==> src/rtl/wdc_pkg.sv <==
// ----------------------------------------------------------------------------
// wdc_pkg
// Shared types and constants for the waypoint to drive command unit.
// ----------------------------------------------------------------------------
package wdc_pkg;

   // result command codes
   typedef enum logic [2:0] {
      CMD_LEFT    = 3'd0,
      CMD_RIGHT   = 3'd1,
      CMD_FORWARD = 3'd2,
      CMD_STOP    = 3'd3,
      CMD_SHORT   = 3'd4
   } cmd_code_type;

   // configuration register indexes
   localparam logic [1:0] REG_DRIVE_SPEED = 2'd0;
   localparam logic [1:0] REG_ROT_SCALE   = 2'd1;
   localparam logic [1:0] REG_LIN_SCALE   = 2'd2;

   localparam int SPEED_WIDTH = 8;
   localparam int SCALE_WIDTH = 24;
   localparam int AMOUNT_WIDTH = 32;

   localparam logic signed [SPEED_WIDTH-1:0] SPEED_RESET = 8'sd50;
   localparam logic [SCALE_WIDTH-1:0]        SCALE_RESET = 24'd65536;

   // 1 / CORDIC gain as a 0.32 fraction
   localparam logic [31:0] GAIN_INV = 32'h9B74EDA8;
   localparam int DEG_TURN = 360;

   localparam int ATAN_LEN = 24;
   // atan(2^-i) in units of 2^-32 turn
   localparam logic [31:0] ATAN_TAB [0:ATAN_LEN-1] = '{
      32'h20000000, 32'h12E4051E, 32'h09FB385B, 32'h051111D4, 32'h028B0D43,
      32'h0145D7E1, 32'h00A2F61E, 32'h00517C55, 32'h0028BE53, 32'h00145F2F,
      32'h000A2F98, 32'h000517CC, 32'h00028BE6, 32'h000145F3, 32'h0000A2FA,
      32'h0000517D, 32'h000028BE, 32'h0000145F, 32'h00000A30, 32'h00000518,
      32'h0000028C, 32'h00000146, 32'h000000A3, 32'h00000051
   };

   typedef enum logic [3:0] {
      ST_IDLE,
      ST_PREP,
      ST_ITER,
      ST_MUL1,
      ST_LEN,
      ST_MUL2,
      ST_MUL3,
      ST_FIN,
      ST_SPIN,
      ST_FWD,
      ST_STOP,
      ST_SHORT
   } state_type;

   typedef enum logic [1:0] {
      OUT_SPIN,
      OUT_FWD,
      OUT_STOP,
      OUT_SHORT
   } out_kind_type;

   typedef struct packed {
      logic         load;
      logic         prep;
      logic         keep_point;
      logic         iter;
      logic         mul1;
      logic         len;
      logic         first_seg;
      logic         mul2;
      logic         mul3;
      logic         fin;
      out_kind_type out_kind;
   } dp_cmd_type;

   typedef struct packed {
      logic iter_done;
      logic spin_nz;
   } dp_status_type;

endpackage

==> src/rtl/wdc_ctrl.sv <==
// ----------------------------------------------------------------------------
// wdc_ctrl
// Sequencer: path flags, CORDIC/multiply sequencing and result emission.
// ----------------------------------------------------------------------------
module wdc_ctrl (
   input  logic                   clock,
   input  logic                   reset,
   input  logic                   req_tvalid,
   output logic                   req_tready,
   input  logic                   path_start,
   input  logic                   path_end,
   output logic                   rsp_tvalid,
   input  logic                   rsp_tready,
   output logic                   rsp_tlast,
   output wdc_pkg::dp_cmd_type    cmd,
   input  wdc_pkg::dp_status_type status
);
   import wdc_pkg::*;

   state_type state_ff, state_in;
   logic have_point_ff, have_point_in;
   logic have_heading_ff, have_heading_in;
   logic run_ff, run_in;
   logic first_ff, first_in;
   logic end_ff, end_in;
   logic accept;
   logic hp_eff, hh_eff;

   assign accept = req_tvalid && req_tready;
   assign hp_eff = have_point_ff && !path_start;
   assign hh_eff = have_heading_ff && !path_start;

   always_comb begin
      have_point_in   = have_point_ff;
      have_heading_in = have_heading_ff;
      run_in          = run_ff;
      first_in        = first_ff;
      end_in          = end_ff;
      if (accept) begin
         run_in          = hp_eff;
         first_in        = !hh_eff;
         end_in          = path_end;
         have_point_in   = !path_end;
         have_heading_in = !path_end && (hh_eff || hp_eff);
      end
   end

   // next state
   always_comb begin
      state_in = state_ff;
      case (state_ff)
         ST_IDLE:  if (accept) state_in = ST_PREP;
         ST_PREP: begin
            if (run_ff)      state_in = ST_ITER;
            else if (end_ff) state_in = ST_SHORT;
            else             state_in = ST_IDLE;
         end
         ST_ITER:  if (status.iter_done) state_in = ST_MUL1;
         ST_MUL1:  state_in = ST_LEN;
         ST_LEN:   state_in = ST_MUL2;
         ST_MUL2:  state_in = ST_MUL3;
         ST_MUL3:  state_in = ST_FIN;
         ST_FIN:   state_in = status.spin_nz ? ST_SPIN : ST_FWD;
         ST_SPIN:  if (rsp_tready) state_in = ST_FWD;
         ST_FWD:   if (rsp_tready) state_in = end_ff ? ST_STOP : ST_IDLE;
         ST_STOP:  if (rsp_tready) state_in = ST_IDLE;
         ST_SHORT: if (rsp_tready) state_in = ST_IDLE;
         default:  state_in = ST_IDLE;
      endcase
   end

   // outputs
   always_comb begin
      cmd            = '0;
      cmd.load       = accept;
      cmd.keep_point = !end_ff;
      cmd.first_seg  = first_ff;
      cmd.out_kind   = OUT_FWD;
      req_tready     = 1'b0;
      rsp_tvalid     = 1'b0;
      rsp_tlast      = 1'b0;
      case (state_ff)
         ST_IDLE: req_tready = 1'b1;
         ST_PREP: cmd.prep = 1'b1;
         ST_ITER: cmd.iter = 1'b1;
         ST_MUL1: cmd.mul1 = 1'b1;
         ST_LEN:  cmd.len  = 1'b1;
         ST_MUL2: cmd.mul2 = 1'b1;
         ST_MUL3: cmd.mul3 = 1'b1;
         ST_FIN:  cmd.fin  = 1'b1;
         ST_SPIN: begin
            rsp_tvalid   = 1'b1;
            cmd.out_kind = OUT_SPIN;
         end
         ST_FWD: begin
            rsp_tvalid = 1'b1;
            rsp_tlast  = !end_ff;
         end
         ST_STOP: begin
            rsp_tvalid   = 1'b1;
            rsp_tlast    = 1'b1;
            cmd.out_kind = OUT_STOP;
         end
         ST_SHORT: begin
            rsp_tvalid   = 1'b1;
            rsp_tlast    = 1'b1;
            cmd.out_kind = OUT_SHORT;
         end
         default: req_tready = 1'b0;
      endcase
   end

   always_ff @(posedge clock) begin
      if (reset) begin
         state_ff        <= ST_IDLE;
         have_point_ff   <= 1'b0;
         have_heading_ff <= 1'b0;
         run_ff          <= 1'b0;
         first_ff        <= 1'b0;
         end_ff          <= 1'b0;
      end else begin
         state_ff        <= state_in;
         have_point_ff   <= have_point_in;
         have_heading_ff <= have_heading_in;
         run_ff          <= run_in;
         first_ff        <= first_in;
         end_ff          <= end_in;
      end
   end

endmodule

==> config.mk <==
export PLATFORM = sky130hd
export DESIGN_NAME = wdc_ctrl
export DESIGN_NICKNAME = d
export VERILOG_FILES = /design/src/rtl/wdc_pkg.sv /design/src/rtl/wdc_ctrl.sv
export SDC_FILE = /design/constraint.sdc
export NUM_CORES = 1
export LEC_CHECK = 0
export ABC_CLOCK_PERIOD_IN_PS = 2400
export BUFFER_PORTS_ARGS = -buffer_cell sky130_fd_sc_hd__buf_4
export CORE_AREA = 2 2 39 41
export CTS_CLUSTER_DIAMETER = 40
export CTS_CLUSTER_SIZE = 30
export DETAILED_ROUTE_END_ITERATION = 10
export DIE_AREA = 0 0 41 43
export GPL_TIMING_DRIVEN = 0
export PLACE_DENSITY = 0.76
export SETUP_SLACK_MARGIN = 0.15
export SYNTH_ARGS = -nofsm -noshare
export SYNTH_HDL_FRONTEND = slang
export SYNTH_SLANG_ARGS = --single-unit
==> constraint.sdc <==
create_clock -name clock -period 2.4 [get_ports clock]
set_clock_uncertainty 0.1 [all_clocks]
set_input_delay 0 -clock clock [delete_from_list [all_inputs] [get_ports clock]]
set_output_delay 0 -clock clock [all_outputs]
set_load 0.02 [all_outputs]
==> flow_metrics.tcl, run 1 <==
set metrics [dict create \
    syn_nets 87 \
    vias 638 \
    wirelength_um 1404 \
    endpoint_kind "register" \
    grt_usage_pct 18.41 \
    finalHoldViolations 0 \
    ctsRootBufferMaster "clkbuf_4" \
    mostFrequentLayoutCells "buf_4 (24), nor2_1 (12), dfxtp_1 (9)" \
    grt_pass1_wl_um 2180 \
    htreeDepth 1 \
    post_cts_resized 0 \
    crit_top_cell "a21oi_1" \
    start_kind "register" \
    area_delta_synth_final_pct 44.89 \
    clk_pin_slew_ps 60 \
    cts_buffers 3 \
    final_common_cell "buf_4" \
    yosysWarnings 0 \
    tns_ps 0 \
    power_density_nw_per_um2 627.9 \
    netlist_area_um2 588.1 \
    start_util_pct 42.50 \
    status "finished clean" \
    timing.fmax_mhz 518.0 \
    via_per_inst 5.063 \
    drc_errors 0 \
    final_nets 119 \
    pre_cts_ws_ps 917.3 \
    hold_path.class "in -> reg" \
    ys_ff_latch 9 \
    overflow 0 \
    drv_slew 0 \
    postLayoutSetupSlackWorst_ps 469.7 \
    slowest_stage "dlygate4sd3_1" \
    port_buffers 21 \
    cp_num_buf_inv 2 \
    max_stage_delay_ps 560 \
    rows 14 \
    ys_seq_area_share_pct 30.64 \
    irDropWorstVdd_mv 0.2732 \
    cts_tree "built" \
    hold_ws_ps 149.0 \
    max_slew.worst_pin.slew_ps 417.8 \
    critical_path.top_delay_family "buffers and inverters" \
    fin_crit_ps 1930 \
    post_cts_buffers 0 \
    drv_cap 0 \
    syn_avg_cell_area_um2 7.444 \
    total_power_mw 0.5350 \
    required_ps 2450 \
    drt_iter0_drc 7 \
    clock-sinks 9 \
    dr.pass1.iters 4 \
    crit_chain "buf_6, nor4_4, a21oi_1, a21oi_1, dlygate4sd3_1, nor2_1" \
    fp.coreArea_um2 1384 \
    critPathMaxFanout 10 \
    setup_viol 0 \
    wl_per_cell_um 11.14 \
    max_slew_margin_pct 72.15 \
    dieArea_um2 1763 \
    clk_path_buf_depth 2 \
    rsz0062_at_grt "no" \
    fin_crit_sh_pct 80.43 \
    path_class "reg -> reg" \
    clkLatencyLatePin_ps 270 \
    die_h_um 43 \
    die_w_um 41 \
    arrival_ps 1980 \
    drive_above_1_share_pct 30.00 \
    antennaDiodeCount 0 \
    pin_count 23 \
    finalWeightedCongestion 0.7196 \
    grt_pass1_vias 537 \
    dp_hpwl_um 1037 \
    ant_nets 0 \
    ys_types 30 \
    synthCells 79 \
    antenna_found_initial 0 \
    leakage_nw 0.3635 \
    grt_max_degree 11 \
]
-- sequential cells by signal (all words and copies together), names as in the netlist --
signal,cells
run_ff,1
first_ff,1
end_ff,1
have_heading_ff,1
have_point_ff,1
state_ff,4
-- worst paths after layout --
| check | startpoint | to | slack (ps) | cells past startpoint |
|---|---|---|---|---|
| worst min register to register | run_ff | run_ff | 380 | 2 |
| worst max register to register | state_ff[3] | end_ff | 470 | 6 |
| worst min-delay path | status[0] | state_ff[0] | 150 | 4 |
| worst max-delay path | state_ff[3] | end_ff | 470 | 6 |
-- cell usage after synthesis, drive strengths merged --
cell	n	share of area [%]
nor2	12	7.7
dfxtp	9	31
buf	7	8.1
nand2	7	5.7
nor3	7	6.0
a21oi	6	5.1
nand2b	6	6.4
inv	4	2.6
o21ai	4	3.4
nor2b	2	2.1
a211oi	1	1.3
a22oi	1	1.3
a32oi	1	1.5
and2	1	1.1
clkinv	1	1.5
nand3b	1	1.3
nor3b	1	1.3
nor4	1	3.6
nor4b	1	1.5
o2111ai	1	1.5
o21a	1	1.3
o21bai	1	1.3
o22ai	1	1.1
o32ai	1	1.5
xor2	1	1.5
-- logic make-up after synthesis --
kind of cell | after synthesis | synth area share (%)
xor+xnor | 1 | 1.490
buf+inv | 12 | 12.13
flops | 9 | 30.64
simple gates | 39 | 36.60
compound gates | 18 | 19.15
-- stage by stage --
step	instance area (um^2)	util, %	std cells
2_1_floorplan	588.1	-	79
3_3_place_gp	765.7	55.33	116
3_5_place_dp	765.7	55.33	116
4_1_cts	852.1	61.57	126
5_1_grt	852.1	61.57	126
6_report	852.1	61.57	126
-- metal layers --
layer / vias to the layer above / GRT usage (%) / routed length, um
met2: 15 / 27.81 / 695
met5: - / 0 / 0
met4: 0 / 12.00 / 37
met3: 5 / 4.712 / 57
li1: 327 / - / -
met1: 291 / 21.68 / 613
-- layout make-up --
class                           instances  area (um^2)
Tap cell                               16        20.02
Timing Repair Buffer                   27        217.7
Fill cell                             129        531.8
Clock buffer                            4        26.28
Inverter                                5        23.77
Multi-Input combinational cell         58        336.6
Buffer                                  7        47.55
Sequential cell                         9        180.2
-- power breakdown --
part           leakage, nW  internal, mW  total (mW)  switching (mW)
Sequential          0.0735         0.165       0.177          0.0120
Combinational        0.275         0.105       0.236           0.131
Clock               0.0150        0.0643       0.121          0.0569
-- what timing repair did --
action,in CTS,in global routing
endpoints found under the hold margin,6,0
setup endpoints to repair,0,0
hold buffers,6,0
-- tightest hold or removal path, cell delays in order --
cell and delay (ps):
buf_4 70, o21ai_0 100, a22oi_1 190, o32ai_1 100
Power figures use the tool's default switching activity.
==> run 2, diff against run 1 <==
--- a/config.mk
+++ b/config.mk
@@ -5,7 +5,7 @@
 export SDC_FILE = /design/constraint.sdc
 export NUM_CORES = 1
 export LEC_CHECK = 0
-export ABC_CLOCK_PERIOD_IN_PS = 2400
+export ABC_CLOCK_PERIOD_IN_PS = 1950
 export BUFFER_PORTS_ARGS = -buffer_cell sky130_fd_sc_hd__buf_4
 export CORE_AREA = 2 2 39 41
 export CTS_CLUSTER_DIAMETER = 40
==> constraint.sdc (replaced) <==
create_clock -name clock -period 1.95 [get_ports clock]
set_clock_uncertainty 0.1 [all_clocks]
set_input_delay 0 -clock clock [delete_from_list [all_inputs] [get_ports clock]]
set_output_delay 0 -clock clock [all_outputs]
set_load 0.02 [all_outputs]
==> run 2 against run 1 <==
  * Non-clock buffer count shrank 1
  * Wire length shrank 0.50%
  * Total power rose by 22%
  * Worst hold slack got worse by 1.1 ps
  * Final area fell by 1.2%
  * Die area did not move
  * Via count down 0.78%
  * Cell count down 0.79%
  * Sequential power rose by 23%
  * Flip-flop and latch count unchanged
  * Utilization is 0.72 points lower
  * Clock-buffer cell count stayed put
  * Critical endpoint is now cmd[11]
  * Highest routed layer unchanged
==> flow_metrics.tcl, run 2 (synthesis results as in run 1) <==
set metrics [dict create \
    postLayoutSetupSlackWorst_ps 294.9 \
    htreeDepth 1 \
    fin_crit_sh_pct 84.88 \
    area_delta_synth_final_pct 43.19 \
    slowest_stage "nor4_4" \
    finalWeightedCongestion 0.7196 \
    crit_top_cell "buf_4" \
    endpoint_kind "output pin" \
    fin_crit_ps 1655 \
    start_kind "register" \
    grt_max_degree 11 \
    leakage_nw 0.3609 \
    max_slew.worst_pin.slew_ps 417.7 \
    max_stage_delay_ps 420 \
    mostFrequentLayoutCells "buf_4 (24), nor2_1 (12), dfxtp_1 (9)" \
    finalHoldViolations 0 \
    power_density_nw_per_um2 775.7 \
    drv_slew 0 \
    ctsRootBufferMaster "clkbuf_4" \
    drv_cap 0 \
    place_inst 116 \
    required_ps 1850 \
    arrival_ps 1560 \
    rsz0062_at_grt "no" \
    wl_per_cell_um 11.18 \
    critPathMaxFanout 10 \
    hold_path.class "in -> reg" \
    port_buffers 21 \
    drc_errors 0 \
    grt_usage_pct 18.31 \
    antenna_found_initial 0 \
    die_w_um 41 \
    final_nets 118 \
    pin_count 23 \
    clk_pin_slew_ps 60 \
    clock-sinks 9 \
    die_h_um 43 \
    cts_buffers 3 \
    path_class "reg -> out" \
    antennaDiodeCount 0 \
    drive_above_1_share_pct 30.28 \
    dr.pass1.iters 4 \
    clk_path_buf_depth 2 \
    timing.fmax_mhz 604.2 \
    ant_nets 0 \
    start_util_pct 42.50 \
    setup_viol 0 \
    irDropWorstVdd_mv 0.3362 \
    cp_num_buf_inv 4 \
    pre_cts_ws_ps 467.3 \
    max_slew_margin_pct 72.15 \
    overflow 0 \
    dp_hpwl_um 1037 \
    final_cell_area_um2 842.1 \
    drt_iter0_drc 4 \
    via_per_inst 5.064 \
    critical_path.top_delay_family "simple AND/OR/NAND/NOR gates" \
    wirelength_um 1397 \
    tns_ps 0 \
    placed_area_um2 765.7 \
    fp.coreArea_um2 1384 \
    largest_reg_flops 4 \
    dieArea_um2 1763 \
    grt_pass1_vias 537 \
    vias 633 \
    cts_tree "built" \
    clkLatencyLatePin_ps 270 \
    regMostFlops "state_ff" \
    grt_pass1_wl_um 2173 \
    status "finished clean" \
    post_cts_resized 0 \
    final_common_cell "buf_4" \
    rows 14 \
    crit_chain "buf_6, nor4_4, nand2_4, clkinv_4, buf_4, buf_4" \
    layout.cells.non_filler 125 \
]
[run 2: cell types whose count changed in the layout (fill, tap and decap cells not counted), sizes merged]
cell / previous run / this run
dlygate4sd3: 6 / 5
[run 2: worst reg2reg max path, stage by stage, from the launching register on]
cell and delay [ps]:
dfxtp_1 370, buf_2 220, nor4b_1 80, o21bai_1 290, o2111ai_1 200, o21ai_1 160
[run 2: cell type report]
class                   instances  area, um^2
clock buffers                   4       26.28
fillers                       130       541.8
multi-input cells              58       336.6
flip-flops and latches          9       180.2
inverters                       5       23.77
well taps                      16       20.02
repair buffers                 26       207.7
plain buffers                   7       47.55
[run 2: through the flow]
step | power [mW] | hold WS, ps | util (%)
floorplan | 0.4130 | 39.53 | -
global placement | 0.4951 | 153.0 | 55.33
detailed placement | 0.4992 | 158.4 | 55.33
CTS | 0.6593 | 144.6 | 60.85
global route | 0.6927 | 207.0 | 60.85
finish | 0.6532 | 147.9 | 60.85
[run 2: timing repair]
action	4_1_cts	5_1_grt
setup buffers	0	0
hold buffers	5	0
endpoints found under the setup margin	0	0
endpoints found under the hold margin	6	0
[run 2: report_power, final]
group	leakage [nW]	switching, mW	total (mW)	internal, mW
combinational	0.272	0.161	0.285	0.124
sequential	0.0735	0.0149	0.218	0.204
clock	0.0150	0.0707	0.150	0.0792
total	0.361	0.246	0.653	0.407
[run 2: final timing paths]
path | slack (ps) | cells past startpoint | end | startpoint
setup / recovery | 290 | 6 | cmd[11] | state_ff[3]
hold / removal | 150 | 4 | state_ff[0] | status[0]
setup reg to reg | 470 | 5 | state_ff[3] | state_ff[0]
hold reg to reg | 380 | 2 | run_ff | run_ff
[run 2: layer usage]
| metal | global-route usage [%] | routed length, um |
|---|---|---|
| met3 | 4.712 | 57 |
| met2 | 27.81 | 689 |
| met4 | 12.00 | 37 |
| met5 | 0 | 0 |
| met1 | 21.36 | 612 |
